==> config.mk <==
export PLATFORM = sky130hd
export DESIGN_NAME = rc4_stream_cipher_core_flat
export DESIGN_NICKNAME = d
export VERILOG_FILES = /design/src/rc4_pkg.sv /design/src/rc4_if.sv /design/src/rc4_ram.sv /design/src/rc4_alu.sv /design/src/rc4_seq.sv /design/src/rc4_stream_cipher_core.sv /design/src/flat_wrapper.sv
export VERILOG_INCLUDE_DIRS = /design/src /design/src/src
export SDC_FILE = /design/constraint.sdc
export NUM_CORES = 2
export LEC_CHECK = 0
export BUFFER_PORTS_ARGS = -buffer_cell sky130_fd_sc_hd__buf_2
export CAP_MARGIN = 15
export CORE_MARGIN = 1
export CORE_UTILIZATION = 53
export CTS_CLUSTER_DIAMETER = 30
export DETAILED_ROUTE_END_ITERATION = 12
export MAX_ROUTING_LAYER = met4
export PLACE_DENSITY = 0.68
export SKIP_LAST_GASP = 1
export SYNTH_ARGS = -nofsm -noshare
export SYNTH_HDL_FRONTEND = slang
export SYNTH_SLANG_ARGS = --single-unit
export TNS_END_PERCENT = 1
==> constraint.sdc <==
create_clock -name clock -period 12.1 [get_ports clock]
set_input_delay 0 -clock clock [delete_from_list [all_inputs] [get_ports clock]]
set_output_delay 0 -clock clock [all_outputs]
set_load 0.1 [all_outputs]
==> src/rc4_stream_cipher_core_defines.svh <==
// Assertion helpers for the RC4 engine.
`ifndef RC4_STREAM_CIPHER_CORE_DEFINES_SVH
`define RC4_STREAM_CIPHER_CORE_DEFINES_SVH

// Check that the consequent holds in the same cycle as the antecedent.
`define RC4_ASSERT_NOW(label, clk, rst, ante, cons) \
   label: assert property (@(posedge clk) disable iff (rst) (ante) |-> (cons)) \
      else $error("rc4 check failed");

// Check that the consequent holds in the cycle after the antecedent.
`define RC4_ASSERT_NEXT(label, clk, rst, ante, cons) \
   label: assert property (@(posedge clk) disable iff (rst) (ante) |=> (cons)) \
      else $error("rc4 check failed");

`endif

==> src/rc4_pkg.sv <==
`timescale 1ns / 1ps

package rc4_pkg;

   localparam int BYTE_W      = 8;
   localparam int LEN_W       = 9;
   localparam int PERM_DEPTH  = 256;
   localparam int PERM_AW     = 8;
   localparam int KEY_DEPTH   = 256;
   localparam int KEY_AW      = (KEY_DEPTH > 1) ? $clog2(KEY_DEPTH) : 1;

   typedef logic [BYTE_W-1:0]  byte_type;
   typedef logic [LEN_W-1:0]   len_type;
   typedef logic [PERM_AW-1:0] perm_addr_type;
   typedef logic [KEY_AW-1:0]  key_addr_type;
   typedef logic [1:0]         action_type;

   localparam action_type ACT_LOAD_KEY = 2'd0;
   localparam action_type ACT_SCHEDULE = 2'd1;
   localparam action_type ACT_CRYPT    = 2'd2;

   localparam len_type       KEY_LEN_RESET = LEN_W'(16);
   localparam perm_addr_type PERM_LAST     = PERM_AW'(PERM_DEPTH - 1);
   localparam key_addr_type  KEY_LAST      = KEY_AW'(KEY_DEPTH - 1);

   typedef enum logic [3:0] {
      ST_IDLE,
      ST_INIT,
      ST_KS_RD,
      ST_KS_SUM,
      ST_KS_WR_K,
      ST_KS_WR_A,
      ST_CR_RD_I,
      ST_CR_RD_J,
      ST_CR_WR_I,
      ST_CR_WR_J
   } rc4_state_type;

   typedef struct packed {
      rc4_state_type state;
      perm_addr_type k;
      logic          k_last;
   } rc4_ctrl_type;

endpackage

==> src/rc4_if.sv <==
`timescale 1ns / 1ps

interface rc4_req_if import rc4_pkg::*;
();
   logic       valid;
   logic       ready;
   action_type action;
   byte_type   data_byte;

   modport source (output valid, output action, output data_byte, input ready);
   modport sink   (input valid, input action, input data_byte, output ready);
endinterface

interface rc4_rsp_if import rc4_pkg::*;
();
   logic     valid;
   logic     ready;
   byte_type out_byte;

   modport source (output valid, output out_byte, input ready);
   modport sink   (input valid, input out_byte, output ready);
endinterface

interface rc4_csr_if import rc4_pkg::*;
();
   logic    valid;
   logic    ready;
   len_type key_length;

   modport source (output valid, output key_length, input ready);
   modport sink   (input valid, input key_length, output ready);
endinterface

==> src/rc4_ram.sv <==
`timescale 1ns / 1ps

module rc4_ram #(
   parameter int WIDTH = 8,
   parameter int DEPTH = 256
) (
   input  logic                                       clock,
   input  logic                                       we,
   input  logic [((DEPTH > 1) ? $clog2(DEPTH) : 1)-1:0] waddr,
   input  logic [WIDTH-1:0]                           wdata,
   input  logic                                       re,
   input  logic [((DEPTH > 1) ? $clog2(DEPTH) : 1)-1:0] raddr,
   output logic [WIDTH-1:0]                           rdata
);

   logic [WIDTH-1:0] mem_ff [DEPTH];
   logic [WIDTH-1:0] rdata_ff;

   always_ff @(posedge clock) begin
      if (we) begin
         mem_ff[waddr] <= wdata;
      end
      if (re) begin
         rdata_ff <= mem_ff[raddr];
      end
   end

   assign rdata = rdata_ff;

endmodule

==> src/rc4_alu.sv <==
`timescale 1ns / 1ps

// Shared modulo-256 three-operand adder.
module rc4_alu import rc4_pkg::*;
(
   input  byte_type a,
   input  byte_type b,
   input  byte_type c,
   output byte_type sum
);

   logic [BYTE_W+1:0] wide;

   assign wide = {2'b00, a} + {2'b00, b} + {2'b00, c};
   assign sum  = wide[BYTE_W-1:0];

endmodule

==> src/rc4_seq.sv <==
`timescale 1ns / 1ps

module rc4_seq import rc4_pkg::*;
(
   input  logic         clock,
   input  logic         reset,
   input  logic         req_fire,
   input  action_type   req_action,
   input  logic         rsp_free,
   output rc4_ctrl_type ctrl
);

   rc4_state_type state_ff, state_in;
   perm_addr_type k_ff, k_in;
   logic          k_last;

   assign k_last = (k_ff == PERM_LAST);

   always_ff @(posedge clock) begin
      if (reset) begin
         state_ff <= ST_IDLE;
         k_ff     <= '0;
      end else begin
         state_ff <= state_in;
         k_ff     <= k_in;
      end
   end

   always_comb begin
      state_in = state_ff;
      k_in     = k_ff;
      case (state_ff)
         ST_IDLE: begin
            if (req_fire) begin
               if (req_action == ACT_SCHEDULE) begin
                  state_in = ST_INIT;
                  k_in     = '0;
               end else if (req_action == ACT_CRYPT) begin
                  state_in = ST_CR_RD_I;
               end
            end
         end
         ST_INIT: begin
            k_in = k_ff + 1'b1;
            if (k_last) begin
               state_in = ST_KS_RD;
            end
         end
         ST_KS_RD:   state_in = ST_KS_SUM;
         ST_KS_SUM:  state_in = ST_KS_WR_K;
         ST_KS_WR_K: state_in = ST_KS_WR_A;
         ST_KS_WR_A: begin
            k_in     = k_ff + 1'b1;
            state_in = k_last ? ST_IDLE : ST_KS_RD;
         end
         ST_CR_RD_I: state_in = ST_CR_RD_J;
         ST_CR_RD_J: state_in = ST_CR_WR_I;
         ST_CR_WR_I: state_in = ST_CR_WR_J;
         ST_CR_WR_J: begin
            if (rsp_free) begin
               state_in = ST_IDLE;
            end
         end
         default: state_in = ST_IDLE;
      endcase
   end

   assign ctrl.state  = state_ff;
   assign ctrl.k      = k_ff;
   assign ctrl.k_last = k_last;

endmodule

==> src/rc4_stream_cipher_core.sv <==
`timescale 1ns / 1ps
// Channel   Direction  Payload                  Transfer when
// req_chan  in         action, data_byte        valid && ready
// rsp_chan  out        out_byte                 valid && ready
// csr_chan  in         key_length (9 bits)      valid && ready (ready tied high)
//
// Load-key: written at the transfer; ready stays high. Crypt: states CR_RD_I,
// CR_RD_J, CR_WR_I, CR_WR_J, set by the single read and single write port of
// the permutation RAM (two reads, swap write pair, keystream read overlapped).
// Schedule: 256 identity writes, then KS_RD, KS_SUM, KS_WR_K, KS_WR_A per
// entry on the same RAM ports. Reset clears indices, key write position,
// sequencer and result valid; key_length returns to 16. A stalled result is
// held in its output register while the next item is taken.

`include "rc4_stream_cipher_core_defines.svh"

module rc4_stream_cipher_core import rc4_pkg::*;
(
   input  logic     clock,
   input  logic     reset,
   rc4_req_if.sink  req_chan,
   rc4_rsp_if.source rsp_chan,
   rc4_csr_if.sink  csr_chan
);

   rc4_ctrl_type ctrl;

   logic req_fire;
   logic rsp_free;

   // Architectural state
   byte_type     i_ff, i_in;
   byte_type     j_ff, j_in;
   key_addr_type key_pos_ff, key_pos_in;
   len_type      key_len_ff;

   // Working registers of the current item
   byte_type     acc_ff, acc_in;
   key_addr_type kk_ff, kk_in;
   byte_type     si_ff, si_in;
   byte_type     sj_ff, sj_in;
   byte_type     t_ff, t_in;
   byte_type     data_ff, data_in;

   // Result register
   logic         rsp_valid_ff;
   byte_type     rsp_byte_ff;
   logic         rsp_load;
   byte_type     keystream;

   // Permutation RAM
   logic          perm_we, perm_re;
   perm_addr_type perm_waddr, perm_raddr;
   byte_type      perm_wdata, perm_rdata;

   // Key store RAM
   logic          key_we, key_re;
   byte_type      key_rdata;

   // Shared adder
   byte_type      alu_a, alu_b, alu_c, alu_sum;

   len_type       key_last_idx;
   logic          kk_wrap;

   assign req_fire       = req_chan.valid && req_chan.ready;
   assign rsp_free       = !rsp_valid_ff || rsp_chan.ready;
   assign req_chan.ready = (ctrl.state == ST_IDLE);
   assign csr_chan.ready = 1'b1;
   assign rsp_chan.valid    = rsp_valid_ff;
   assign rsp_chan.out_byte = rsp_byte_ff;

   rc4_seq u_seq (
      .clock      (clock),
      .reset      (reset),
      .req_fire   (req_fire),
      .req_action (req_chan.action),
      .rsp_free   (rsp_free),
      .ctrl       (ctrl)
   );

   rc4_alu u_alu (
      .a   (alu_a),
      .b   (alu_b),
      .c   (alu_c),
      .sum (alu_sum)
   );

   rc4_ram #(.WIDTH(BYTE_W), .DEPTH(PERM_DEPTH)) u_perm_ram (
      .clock (clock),
      .we    (perm_we),
      .waddr (perm_waddr),
      .wdata (perm_wdata),
      .re    (perm_re),
      .raddr (perm_raddr),
      .rdata (perm_rdata)
   );

   assign key_we = req_fire && (req_chan.action == ACT_LOAD_KEY);

   rc4_ram #(.WIDTH(BYTE_W), .DEPTH(KEY_DEPTH)) u_key_ram (
      .clock (clock),
      .we    (key_we),
      .waddr (key_pos_ff),
      .wdata (req_chan.data_byte),
      .re    (key_re),
      .raddr (kk_ff),
      .rdata (key_rdata)
   );

   // Last key index used by the schedule: zero length counts as one,
   // lengths past the store saturate at its depth.
   always_comb begin
      if (key_len_ff == '0) begin
         key_last_idx = '0;
      end else if (key_len_ff > LEN_W'(KEY_DEPTH)) begin
         key_last_idx = LEN_W'(KEY_DEPTH - 1);
      end else begin
         key_last_idx = key_len_ff - 1'b1;
      end
   end

   assign kk_wrap = ({{(LEN_W - KEY_AW){1'b0}}, kk_ff} == key_last_idx);

   // Keystream byte after the swap: the entry just read may be one of the
   // two entries being swapped, so take the swapped value directly then.
   always_comb begin
      if (t_ff == j_ff) begin
         keystream = si_ff;
      end else if (t_ff == i_ff) begin
         keystream = sj_ff;
      end else begin
         keystream = perm_rdata;
      end
   end

   always_comb begin
      perm_we    = 1'b0;
      perm_waddr = ctrl.k;
      perm_wdata = ctrl.k;
      perm_re    = 1'b0;
      perm_raddr = ctrl.k;
      key_re     = 1'b0;
      alu_a      = '0;
      alu_b      = '0;
      alu_c      = '0;
      rsp_load   = 1'b0;
      i_in       = i_ff;
      j_in       = j_ff;
      key_pos_in = key_pos_ff;
      acc_in     = acc_ff;
      kk_in      = kk_ff;
      si_in      = si_ff;
      sj_in      = sj_ff;
      t_in       = t_ff;
      data_in    = data_ff;
      case (ctrl.state)
         ST_IDLE: begin
            if (req_fire) begin
               case (req_chan.action)
                  ACT_LOAD_KEY: begin
                     // advance the write slot, wrapping over the store
                     key_pos_in = (key_pos_ff == KEY_LAST) ? '0 : key_pos_ff + 1'b1;
                  end
                  ACT_SCHEDULE: begin
                     acc_in = '0;
                     kk_in  = '0;
                  end
                  ACT_CRYPT: begin
                     data_in = req_chan.data_byte;
                  end
                  default: begin
                     // unused action: drop the item
                  end
               endcase
            end
         end
         ST_INIT: begin
            // identity fill, one entry a cycle
            perm_we = 1'b1;
         end
         ST_KS_RD: begin
            perm_re = 1'b1;
            key_re  = 1'b1;
         end
         ST_KS_SUM: begin
            alu_a      = acc_ff;
            alu_b      = perm_rdata;
            alu_c      = key_rdata;
            acc_in     = alu_sum;
            si_in      = perm_rdata;
            perm_re    = 1'b1;
            perm_raddr = alu_sum;
            kk_in      = kk_wrap ? '0 : kk_ff + 1'b1;
         end
         ST_KS_WR_K: begin
            perm_we    = 1'b1;
            perm_wdata = perm_rdata;
         end
         ST_KS_WR_A: begin
            perm_we    = 1'b1;
            perm_waddr = acc_ff;
            perm_wdata = si_ff;
            if (ctrl.k_last) begin
               i_in = '0;
               j_in = '0;
            end
         end
         ST_CR_RD_I: begin
            alu_a      = i_ff;
            alu_b      = 8'd1;
            i_in       = alu_sum;
            perm_re    = 1'b1;
            perm_raddr = alu_sum;
         end
         ST_CR_RD_J: begin
            alu_a      = j_ff;
            alu_b      = perm_rdata;
            j_in       = alu_sum;
            si_in      = perm_rdata;
            perm_re    = 1'b1;
            perm_raddr = alu_sum;
         end
         ST_CR_WR_I: begin
            alu_a      = si_ff;
            alu_b      = perm_rdata;
            sj_in      = perm_rdata;
            t_in       = alu_sum;
            perm_re    = 1'b1;
            perm_raddr = alu_sum;
            perm_we    = 1'b1;
            perm_waddr = i_ff;
            perm_wdata = perm_rdata;
         end
         ST_CR_WR_J: begin
            // repeat the write while stalled; it is idempotent
            perm_we    = 1'b1;
            perm_waddr = j_ff;
            perm_wdata = si_ff;
            rsp_load   = rsp_free;
         end
         default: begin
         end
      endcase
   end

   always_ff @(posedge clock) begin
      if (reset) begin
         i_ff         <= '0;
         j_ff         <= '0;
         key_pos_ff   <= '0;
         key_len_ff   <= KEY_LEN_RESET;
         rsp_valid_ff <= 1'b0;
      end else begin
         i_ff       <= i_in;
         j_ff       <= j_in;
         key_pos_ff <= key_pos_in;
         if (csr_chan.valid && csr_chan.ready) begin
            key_len_ff <= csr_chan.key_length;
         end
         if (rsp_load) begin
            rsp_valid_ff <= 1'b1;
         end else if (rsp_chan.ready) begin
            rsp_valid_ff <= 1'b0;
         end
      end
   end

   always_ff @(posedge clock) begin
      acc_ff  <= acc_in;
      kk_ff   <= kk_in;
      si_ff   <= si_in;
      sj_ff   <= sj_in;
      t_ff    <= t_in;
      data_ff <= data_in;
      if (rsp_load) begin
         rsp_byte_ff <= data_ff ^ keystream;
      end
   end

   `RC4_ASSERT_NEXT(a_crypt_starts, clock, reset,
      req_fire && (req_chan.action == ACT_CRYPT), ctrl.state == ST_CR_RD_I)
   `RC4_ASSERT_NEXT(a_sched_clears_idx, clock, reset,
      (ctrl.state == ST_KS_WR_A) && ctrl.k_last,
      (ctrl.state == ST_IDLE) && (i_ff == '0) && (j_ff == '0))
   `RC4_ASSERT_NEXT(a_result_lands, clock, reset,
      (ctrl.state == ST_CR_WR_J) && rsp_free, rsp_valid_ff && (ctrl.state == ST_IDLE))
   `RC4_ASSERT_NOW(a_no_load_outside_crypt, clock, reset,
      (ctrl.state != ST_CR_WR_J), !rsp_load)

endmodule

==> src/flat_wrapper.sv <==
// flat-port wrapper written by rule: the top's interface ports become plain ports
module rc4_stream_cipher_core_flat import rc4_pkg::*;
  (clock, reset, req_chan_valid, req_chan_action, req_chan_data_byte, req_chan_ready, rsp_chan_valid, rsp_chan_out_byte, rsp_chan_ready, csr_chan_valid, csr_chan_key_length, csr_chan_ready);
  rc4_req_if req_chan_i ();
  rc4_rsp_if rsp_chan_i ();
  rc4_csr_if csr_chan_i ();
  input  logic clock;
  input  logic reset;
  input wire logic [$bits(req_chan_i.valid)-1:0] req_chan_valid;
  input wire logic [$bits(req_chan_i.action)-1:0] req_chan_action;
  input wire logic [$bits(req_chan_i.data_byte)-1:0] req_chan_data_byte;
  output wire logic [$bits(req_chan_i.ready)-1:0] req_chan_ready;
  output wire logic [$bits(rsp_chan_i.valid)-1:0] rsp_chan_valid;
  output wire logic [$bits(rsp_chan_i.out_byte)-1:0] rsp_chan_out_byte;
  input wire logic [$bits(rsp_chan_i.ready)-1:0] rsp_chan_ready;
  input wire logic [$bits(csr_chan_i.valid)-1:0] csr_chan_valid;
  input wire logic [$bits(csr_chan_i.key_length)-1:0] csr_chan_key_length;
  output wire logic [$bits(csr_chan_i.ready)-1:0] csr_chan_ready;
  assign req_chan_i.valid = req_chan_valid;
  assign req_chan_i.action = req_chan_action;
  assign req_chan_i.data_byte = req_chan_data_byte;
  assign req_chan_ready = req_chan_i.ready;
  assign rsp_chan_valid = rsp_chan_i.valid;
  assign rsp_chan_out_byte = rsp_chan_i.out_byte;
  assign rsp_chan_i.ready = rsp_chan_ready;
  assign csr_chan_i.valid = csr_chan_valid;
  assign csr_chan_i.key_length = csr_chan_key_length;
  assign csr_chan_ready = csr_chan_i.ready;
  rc4_stream_cipher_core u_core (.clock(clock), .reset(reset), .req_chan(req_chan_i), .rsp_chan(rsp_chan_i), .csr_chan(csr_chan_i));
endmodule
==> flow_summary.toml <==
[outcome]
status = "finished, final reports clean"

[timing]
hold_violations = 0
rsz0062_at_grt = "false"
max-slew-margin-rel_pct = 13.6
fin_worst_skew_ns = 0.0489
fin_crit_sh_pct = 71.7
tns_ns = 0
tightest_slew_ns = 1.29
fmax_mhz = 115
setup_viol = 0
slew_violations = 0
finalCriticalPeriod_ns = 8.68

[floorplanning]
io_pins = 35
coreArea_mm2 = 0.315
die_x_um = 564
dieArea_mm2 = 0.318
row_count = 206
start_util_pct = 53.2
die_height_um = 564

[power_and_ir_drop]
p_int_mw = 31.6
seq_power_share_pct = 39.8
p_leak_nw = 64.7
power_density_mw_per_mm2 = 221
p_sw_mw = 11.9
sw_frac_of_total_pct = 27.3
p_comb_share_pct = 14.5
vdd_drop_max_v = 0.000252
p_clk_share_pct = 45.7

[layout]
syn_to_final_growth_pct = 17.3
drive_gt1_share_pct = 20.0
nets = 10240
fill_cells = 21531
final_util_pct = 62.4

[cts]
cts_max_level = 6
cts.sinks = 4214
clockBufferDepth = 4
cts_made_buffers = 676
clkTransAtPathRegs_ns = 0.05
cts_resized = 0
cts_hold_buf = 54
clk_latency_ns = 1.06
tritoncts = "yes"
cts_setup_buffers = 0
cts_root_buffer = "clkbuf_16"

[synth]
synth-edff-count = 4168
synth_cells = 9861
synthAdderAreaFrac_pct = 0.221
yosysSeqAreaShare_pct = 75.3
synth_cell_types = 90
synth_area_per_cell_um2 = 17.0
synth_top_family_by_area = "multiplexers"
synthArstFlopShare_pct = 0
synth-main-ff-cell = "edfxtp_1"
yosysWarnings = 0
yosys-top-cells-area = "edfxtp_1 75%, mux4_2 8.9%, nand2_1 3.1%"
synthXorXnorAreaFrac_pct = 0.270
synth_simple_gate_area_share_pct = 6.99
synth.mux.area_fraction_pct = 11.2
synth_area_mm2 = 0.168
synth_nets = 9909
synth_compound_area_share_pct = 4.29
yosysTopAreaCell = "edfxtp_1"
post-synth-top-count-cell = "edfxtp_1"
yosysTopAreaCellShare_pct = 74.7
synth-seq-cells = 4214
ys_top_cells_by_count = "4168 x edfxtp_1, 1378 x nand2_1, 688 x nor2_1"

[worst_setup_path]
cp.arrival_ns = 9.58
cp_max_fo = 76
ff2ff_setup_slack_ns = 3.42
path_class = "register to register"
cp-end-kind = "register"
crit_family = "compound AO/OA/AOI/OAI gates"
path_cells = "buf_4 > inv_1 > nor2_1 > a22oi_1 > nor2_1 > a21oi_1 > fa_1 > inv_1 > ha_1 > fa_1 > or4b_1 > a21oi_1 > a211o_4 > buf_12 > buf_4 > nor2_1 > a32oi_1 > nand4_1 > o311ai_1 > o31ai_1 > a2111oi_0 > a211o_1"
cpMaxStageDelayCell = "buf_4"
cpPeakStageDelay_ns = 0.72
crit_top_cell = "nor2_1"
start_kind = "register"
crit_required_ns = 13.00
path_buf_inv = 5

[placement]
place_congestion = 0.958
hpwl_um = 274000
port_buffers = 33

[grt]
grt_pass1_vias = 94901
grt.total_usage_pct = 30.7
gr-total-overflow = 0
antenna_found_initial = 12
grt_pass1_wl_um = 680000
grt_max_degree = 193

[min_path]
hold_class = "input pin to register"

[route]
wl_per_cell_um = 31.8
drt_wl_total_um = 476000
drtAntennaViolNets = 0
viasPerCell = 6.47
drt_pass1_iterations = 10
drt_iter0_markers = 14129
dr_total_vias = 96715
drc_errors = 0

[flow_run]
drv_cap = 0
[registers in the layout (all words and copies together) (netlist names)]
| name | cells |
|---|---|
| u_core.u_perm_ram.mem_ff | 2048 |
| u_core.rsp_chan.valid | 1 |
| u_core.key_len_ff | 9 |
| u_core.j_ff | 8 |
| u_core.kk_ff | 8 |
| u_core.t_ff | 8 |
| u_core.key_pos_ff | 8 |
| u_core.i_ff | 8 |
| u_core.sj_ff | 8 |
| u_core.acc_ff | 8 |
| u_core.data_ff | 8 |
| u_core.u_key_ram.mem_ff | 2048 |
| u_core.u_perm_ram.rdata | 8 |
| u_core.u_seq.k_ff | 8 |
| u_core.u_key_ram.rdata | 8 |
| u_core.si_ff | 8 |
| u_core.u_seq.state_ff | 4 |
| u_core.rsp_chan.out_byte | 8 |
[kinds of logic (layout without fill, tap and decap cells)]
group                    Yosys count  count (layout)
AO/OA/AOI/OAI                   1078            1078
other                              1              17
multiplexers                    1035            1035
adder cells (fa/ha/maj)           25              25
XOR/XNOR                          50              50
buffers and inverters            658            1569
flip-flops                      4214            4214
AND/OR/NAND/NOR                 2800            2800
[metrics by stage]
| stage | power, mW | setup WS, ns | area (um2) | cells | hold slack (ns) |
|---|---|---|---|---|---|
| floorplan | 21.6 | 2.28 | 168000 | 9861 | 0.0989 |
| global placement | 23.6 | 3.76 | 172000 | 13612 | 0.213 |
| detailed placement | 23.7 | 3.71 | 172000 | 13616 | 0.222 |
| CTS | 43.5 | 3.64 | 196000 | 14928 | 0.0122 |
| global route | 44.4 | 3.11 | 196000 | 14941 | 0.0979 |
| finish | 43.5 | 3.42 | 196000 | 14948 | 0.0758 |
[worst reg2reg max path: stages (launching register included)]
cell and delay (ns):
dfxtp_1 0.62, buf_4 0.39, inv_1 0.28, nor2_1 0.59, a22oi_1 0.20, nor2_1 0.13, a21oi_1 0.08, fa_1 0.56
inv_1 0.05, ha_1 0.21, fa_1 0.68, or4b_1 0.46, a21oi_1 0.38, a211o_4 0.43, buf_12 0.48, buf_4 0.85
nor2_1 0.54, a32oi_1 0.34, nand4_1 0.14, o311ai_1 0.28, o31ai_1 0.18, a2111oi_0 0.50, a211o_1 0.20
[metal layers]
layer	part of all wire [%]	global-route usage (%)	wire, um
met1	37	40.0	176000
met2	47	46.1	223000
met3	11	6.38	50700
met4	5.6	15.4	26500
met5	0	-	0
[power by group through the flow]
| stage | combinational [mW] | clock (mW) | sequential [mW] |
|---|---|---|---|
| 3_3_place_gp | 6.05 | 0 | 17.6 |
| 6_report | 6.32 | 19.9 | 17.3 |
| 2_1_floorplan | 3.62 | 0 | 18.0 |
| 5_1_grt | 6.56 | 20.6 | 17.3 |
| 3_5_place_dp | 6.16 | 0 | 17.6 |
| 4_1_cts | 6.22 | 20.0 | 17.3 |
[cell type report]
cell class	instances	area, um2	area share (%)
Antenna cell	16	40.0	0.0204
Clock buffer	758	17400	8.83
Clock inverter	500	6330	3.22
Inverter	30	115	0.0586
Multi-Input combinational cell	4989	38800	19.7
Sequential cell	4214	126000	64.2
Tap cell	4160	5200	2.65
Timing Repair Buffer	281	2570	1.31
[cell usage in the layout (no fill, tap or decap), drive strengths merged, types with 17 or more instances in the layout]
cell type / netlist / routed
o31ai: 24 / 24
a221oi: 38 / 38
a211oi: 50 / 50
o221ai: 41 / 41
a31oi: 74 / 74
mux4: 662 / 662
buf: 373 / 218
a22o: 17 / 17
nor4: 23 / 23
nand3: 512 / 512
xnor2: 31 / 31
xor2: 18 / 18
edfxtp: 4168 / 4168
o211ai: 29 / 29
nor2b: 38 / 38
nor2: 692 / 692
bufinv: 0 / 104
mux2i: 308 / 308
dfxtp: 46 / 46
nand2: 1380 / 1380
a21oi: 362 / 362
o21ai: 128 / 128
mux2: 65 / 65
nand4: 28 / 28
clkbuf: 255 / 767
dlygate4sd3: 0 / 54
and3: 35 / 35
nor3: 36 / 36
clkinv: 0 / 249
clkinvlp: 0 / 78
a22oi: 80 / 80
a32oi: 44 / 44
o22ai: 43 / 43
inv: 30 / 99
[path summary, 6_finish.rpt]
check,from,end,cells past startpoint
max,u_core.u_seq.state_ff[0],u_core.u_perm_ram.rdata[3],22
min,req_chan_data_byte[6],u_core.u_key_ram.mem_ff[127][6],2
max reg2reg,u_core.u_seq.state_ff[0],u_core.u_perm_ram.rdata[3],22
min reg2reg,u_core.key_pos_ff[5],u_core.key_pos_ff[5],2
Power figures use the tool's default switching activity.
